`src/chm_pkg.sv`:
```
package chm_pkg;

   localparam logic [1:0] CMD_PUT    = 2'd0;
   localparam logic [1:0] CMD_GET    = 2'd1;
   localparam logic [1:0] CMD_REMOVE = 2'd2;
   localparam logic [1:0] CMD_UNUSED = 2'd3;

   localparam int KEY_W = 31;
   localparam int VAL_W = 32;

   typedef struct packed {
      logic [1:0]       cmd;
      logic [KEY_W-1:0] key;
      logic [VAL_W-1:0] value;
   } req_type;

   typedef struct packed {
      logic             found;
      logic [VAL_W-1:0] read_value;
      logic             status;
   } rsp_type;

   // controller -> datapath
   typedef struct packed {
      logic load;       // capture request, start bucket index
      logic head;       // finish bucket index, read bucket head
      logic rd_entry;   // read entry at current link
      logic step;       // evaluate entry just read
      logic alloc;      // allocate and append new entry
      logic finish;     // load response register
   } ctl_type;

   // datapath -> controller
   typedef struct packed {
      logic [1:0] cmd;
      logic       cur_valid;   // current link points at an entry
      logic       match;       // entry read matches the key
      logic       walk_done;   // step limit reached
   } sts_type;

endpackage

```
`src/chm_control.sv`:
```
module chm_control (
   input  logic             clock,
   input  logic             reset,
   input  logic             req_valid,
   output logic             req_stall,
   output logic             rsp_valid,
   input  logic             rsp_stall,
   input  chm_pkg::sts_type sts,
   output chm_pkg::ctl_type ctl
);

   localparam logic [2:0] ST_IDLE  = 3'd0;
   localparam logic [2:0] ST_CHECK = 3'd1;
   localparam logic [2:0] ST_READ  = 3'd2;
   localparam logic [2:0] ST_EVAL  = 3'd3;
   localparam logic [2:0] ST_ALLOC = 3'd4;
   localparam logic [2:0] ST_DONE  = 3'd5;

   logic [2:0] state_ff, state_in;
   logic       rsp_valid_ff, rsp_valid_in;
   logic       take;
   logic       is_cmd;

   assign is_cmd = (sts.cmd == chm_pkg::CMD_PUT) || (sts.cmd == chm_pkg::CMD_GET)
                   || (sts.cmd == chm_pkg::CMD_REMOVE);
   assign req_stall = (state_ff != ST_IDLE);
   assign take = req_valid && !req_stall;
   assign rsp_valid = rsp_valid_ff;

   always_comb begin
      state_in = state_ff;
      ctl = '0;
      rsp_valid_in = rsp_valid_ff && rsp_stall;
      unique case (state_ff)
         ST_IDLE: begin
            if (take) begin
               ctl.load = 1'b1;
               state_in = ST_READ;
            end
         end
         ST_CHECK: begin
            if (!is_cmd) state_in = ST_DONE;
            else if (sts.cur_valid && !sts.walk_done) begin
               ctl.rd_entry = 1'b1;
               state_in = ST_EVAL;
            end else if (sts.cmd == chm_pkg::CMD_PUT) state_in = ST_ALLOC;
            else state_in = ST_DONE;
         end
         // form the bucket index and fetch its head
         ST_READ: begin
            ctl.head = 1'b1;
            state_in = ST_CHECK;
         end
         ST_EVAL: begin
            ctl.step = 1'b1;
            if (sts.match && sts.cmd != chm_pkg::CMD_REMOVE) state_in = ST_DONE;
            else state_in = ST_CHECK;
         end
         ST_ALLOC: begin
            ctl.alloc = 1'b1;
            state_in = ST_DONE;
         end
         ST_DONE: begin
            // hold until the previous response has gone
            if (!rsp_valid_ff || !rsp_stall) begin
               ctl.finish = 1'b1;
               rsp_valid_in = 1'b1;
               state_in = ST_IDLE;
            end
         end
         default: state_in = ST_IDLE;
      endcase
   end

   always_ff @(posedge clock) begin
      if (reset) begin
         state_ff <= ST_IDLE;
         rsp_valid_ff <= 1'b0;
      end else begin
         state_ff <= state_in;
         rsp_valid_ff <= rsp_valid_in;
      end
   end

   assert property (@(posedge clock) disable iff (reset)
      ctl.finish |-> !(rsp_valid_ff && rsp_stall))
      else $error("response overwritten while stalled");

   assert property (@(posedge clock) disable iff (reset)
      take |=> state_ff == ST_READ)
      else $error("accepted request not started");

   assert property (@(posedge clock) disable iff (reset)
      $onehot0(ctl))
      else $error("more than one datapath command");

endmodule

```
`config.mk`:
```
export PLATFORM = sky130hd
export DESIGN_NAME = chm_control
export DESIGN_NICKNAME = d
export VERILOG_FILES = /design/src/chm_pkg.sv /design/src/chm_control.sv
export SDC_FILE = /design/constraint.sdc
export NUM_CORES = 1
export LEC_CHECK = 0
export ABC_AREA = 1
export BUFFER_PORTS_ARGS = -buffer_cell sky130_fd_sc_hd__buf_2
export CAP_MARGIN = 20
export CORE_AREA = 2 2 39 41
export DETAILED_ROUTE_END_ITERATION = 12
export DIE_AREA = 0 0 41 43
export REMOVE_ABC_BUFFERS = 1
export SLEW_MARGIN = 20
export SYNTH_ARGS = -nofsm -noshare
export SYNTH_HDL_FRONTEND = slang
export SYNTH_SLANG_ARGS = --single-unit
export TNS_END_PERCENT = 20
```
`constraint.sdc`:
```
create_clock -name clock -period 1.6 [get_ports clock]
set_clock_uncertainty 0.2 [all_clocks]
set_input_delay 0 -clock clock [delete_from_list [all_inputs] [get_ports clock]]
set_output_delay 0 -clock clock [all_outputs]
set_load 0.05 [all_outputs]
```
==> summary.md <==
| Metric | Value |
|---|---|
| Req. time, crit path | `1400 ps` |
| Setup TNS | `0 ps` |
| Final setup fails | `0` |
| YS warnings | `0` |
| DR vias | `347` |
| Fin cells | `89` |
| Core Box Area | `1380 µm²` |
| CP max FO | `5` |
| CTS Root Cell | `clkbuf_4` |
| Register area | `80.1 µm²` |
| Post-synth EDFFs | `0` |
| Worst Path Arrival | `1220 ps` |
| WS Path Type | `reg2out` |
| DRC viols | `0` |
| Highest achievable clock rate | `0.706 GHz` |
| Worst Max-Slew Pin Slew | `249 ps` |
| CTS Buf Count | `3` |
| Fraction of layout cells with a size suffix above 1 | `32.9%` |
| Met2 wire len | `326 µm` |
| Die height | `43 µm` |
| RePlAce Congestion | `0.755` |
| Crit path launch type | `flip-flop` |
| Worst path buffer plus inverter count | `1` |
| Fin crit period | `1420 ps` |
| Postcts setup bufs | `0` |
| Die ar. | `1760 µm²` |
| First drt pass iteration count | `3` |
| Post-DR wirelength/cell | `7.36 µm` |
| Hold Fails Final Rpt | `0` |
| Main area contributors after synthesis | `dfxtp_1 29%, nor2_1 16%, nand2_1 15%, nand3_1 13%, inv_1 9.5%` |
| Mapped cell area | `277 µm²` |
| Leakage | `0.252 nW` |
| Global route overflow | `0` |
| Max-cap violation count | `0` |
| Final wirelength | `655 µm` |
| Fin. max-slew vios | `0` |
| NumNets Final | `84` |
| Crit-path slowest cell | `dfxtp_1` |
| Yosys reg bits | `4` |
| Placed cell area | `377 µm²` |
| Reg clk slew, reported paths | `40 ps` |
| Async SR Flop Fraction | `0%` |
| Status | `completed` |
| RSZ-0062 raised after global routing | `false` |
| CTS Hold Buffers Added | `4` |
| Initial antenna violation count | `0` |
| Pin count of the biggest net entering global routing | `7` |
| Synth area leader | `dfxtp_1` |
| CTS H-tree depth | `1` |
| CP max stage delay | `410 ps` |
| Sink Count | `4` |
| Number of cell rows | `14` |
| Via density per instance | `3.90` |
| Synth cell count leaders | `12 x nor2_1, 11 x nand2_1, 7 x inv_1, 7 x nand3_1, 4 x dfxtp_1` |
| Met3 WL post-DR | `25 µm` |
| Synth cell types | `10` |
| CTS tree | `done` |
| HPWL after detailed placement | `542 µm` |
| CP Cell Sequence | `nand3_1, a21oi_1, buf_2` |
| CTS resizes | `0` |
| Syn Inst Count | `50` |
| Final core occ | `31.7%` |
| CP delay by family, top | `flip-flops` |
| Number of global-route vias before repair | `344` |
| Area of the multi-input gates | `166 µm²` |
| Most common cell in the netlist | `nor2_1` |
| Post-synthesis sequential area ratio | `29.0%` |
| Routed Antenna Nets | `0` |
| # fillers | `155` |
| Starting DRT DRC Count | `2` |
| Tot GR Track Use | `10.1%` |
| Synth top area share | `29.0%` |
| Worst slew margin | `83.5%` |
| Maximum vdd drop | `0.665 mV` |
| Maximum clock path buffer count | `2` |
| Placed cell count | `82` |
| First-pass GRT wire length | `1210 µm` |
| DR top layer | `met4` |
| Total Power | `0.000850 W` |
| Synth Flop Type | `dfxtp_1` |
| Design Area, Final | `439 µm²` |
| Syn avg cell area | `5.53 µm²` |
| IO Count | `17` |
| Area Growth Syn to Fin | `58.8%` |
| Power Density | `1940 nW/µm²` |
| Hold WC Path Type | `in2reg` |
| Worst-Skew Late Latency | `230 ps` |
| Worst setup EP type | `primary output` |
| Die W | `41 µm` |
| Met1 wire length | `288 µm` |
| Initial Util | `20.0%` |
| IO buf count | `16` |
| # diodes | `0` |
| Period utilisation layout | `88.6%` |
[cells by family after synthesis]
family / synth area share, %
and+or+nand+nor: 52.9
buffers and inverters: 10.9
DFF: 29.0
AOI/OAI and AO/OA: 7.24
[layer usage]
metal,global-route usage [%],up-vias
li1,-,199
met5,0,-
met4,10.0,0
met3,0,2
met2,16.3,8
met1,10.9,138
[power breakdown]
group | total (W) | internal, W | switching (W) | leakage, nW
registers | 0.000181 | 0.000135 | 0.0000459 | 0.0328
logic | 0.000547 | 0.000145 | 0.000402 | 0.206
clock network | 0.000122 | 0.0000837 | 0.0000387 | 0.0138
[path summary, 6_finish.rpt]
check	endpoint	slack (ps)	depth (start not counted)	from
worst max register to register	state_ff[0]$_SDFFE_PP0P_	390	5	state_ff[0]$_SDFFE_PP0P_
worst max-delay path	ctl[0]	180	3	state_ff[2]$_SDFFE_PP0P_
worst min-delay path	state_ff[0]$_SDFFE_PP0P_	5	7	sts[2]
worst min register to register	rsp_valid$_SDFF_PP0_	320	2	rsp_valid$_SDFF_PP0_
[per-stage QoR]
stage / setup WS [ps] / hold WS (ps)
detailed placement: 390 / 15.2
CTS: 160 / 3.32
floorplan: -50.1 / -131
finish: 183 / 4.78
global route: 60.2 / 49.7
global placement: 369 / 15.5
[sequential cells by signal, summed over array words and instances, names as in the netlist]
name	count
rsp_valid	1
state_ff	3
[area by class of cell]
class,count,area share [%]
sequential,4,18.2
multi-input combinational,38,37.9
clock buffer,3,5.13
inverter,8,6.84
tap,16,4.56
timing repair buffer,20,27.4
[cells in the final DEF (no fill, tap or decap)]
cell,count
buf_2,16
nor2_1,12
nand2_1,11
inv_1,7
nand3_1,7
dlygate4sd3_1,4
dfxtp_1,4
clkbuf_4,3
nand2_2,2
nor2_2,2
a21oi_1,2
o21ai_0,2
inv_2,1
[worst reg2reg max path, delay by kind of cell (launching register included)]
| kind | cells | cell delay, ps |
|---|---|---|
| simple gates | 4 | 320 |
| flops | 1 | 410 |
| compound gates | 1 | 160 |
Note: power is estimated with default switching activity, not from simulation.
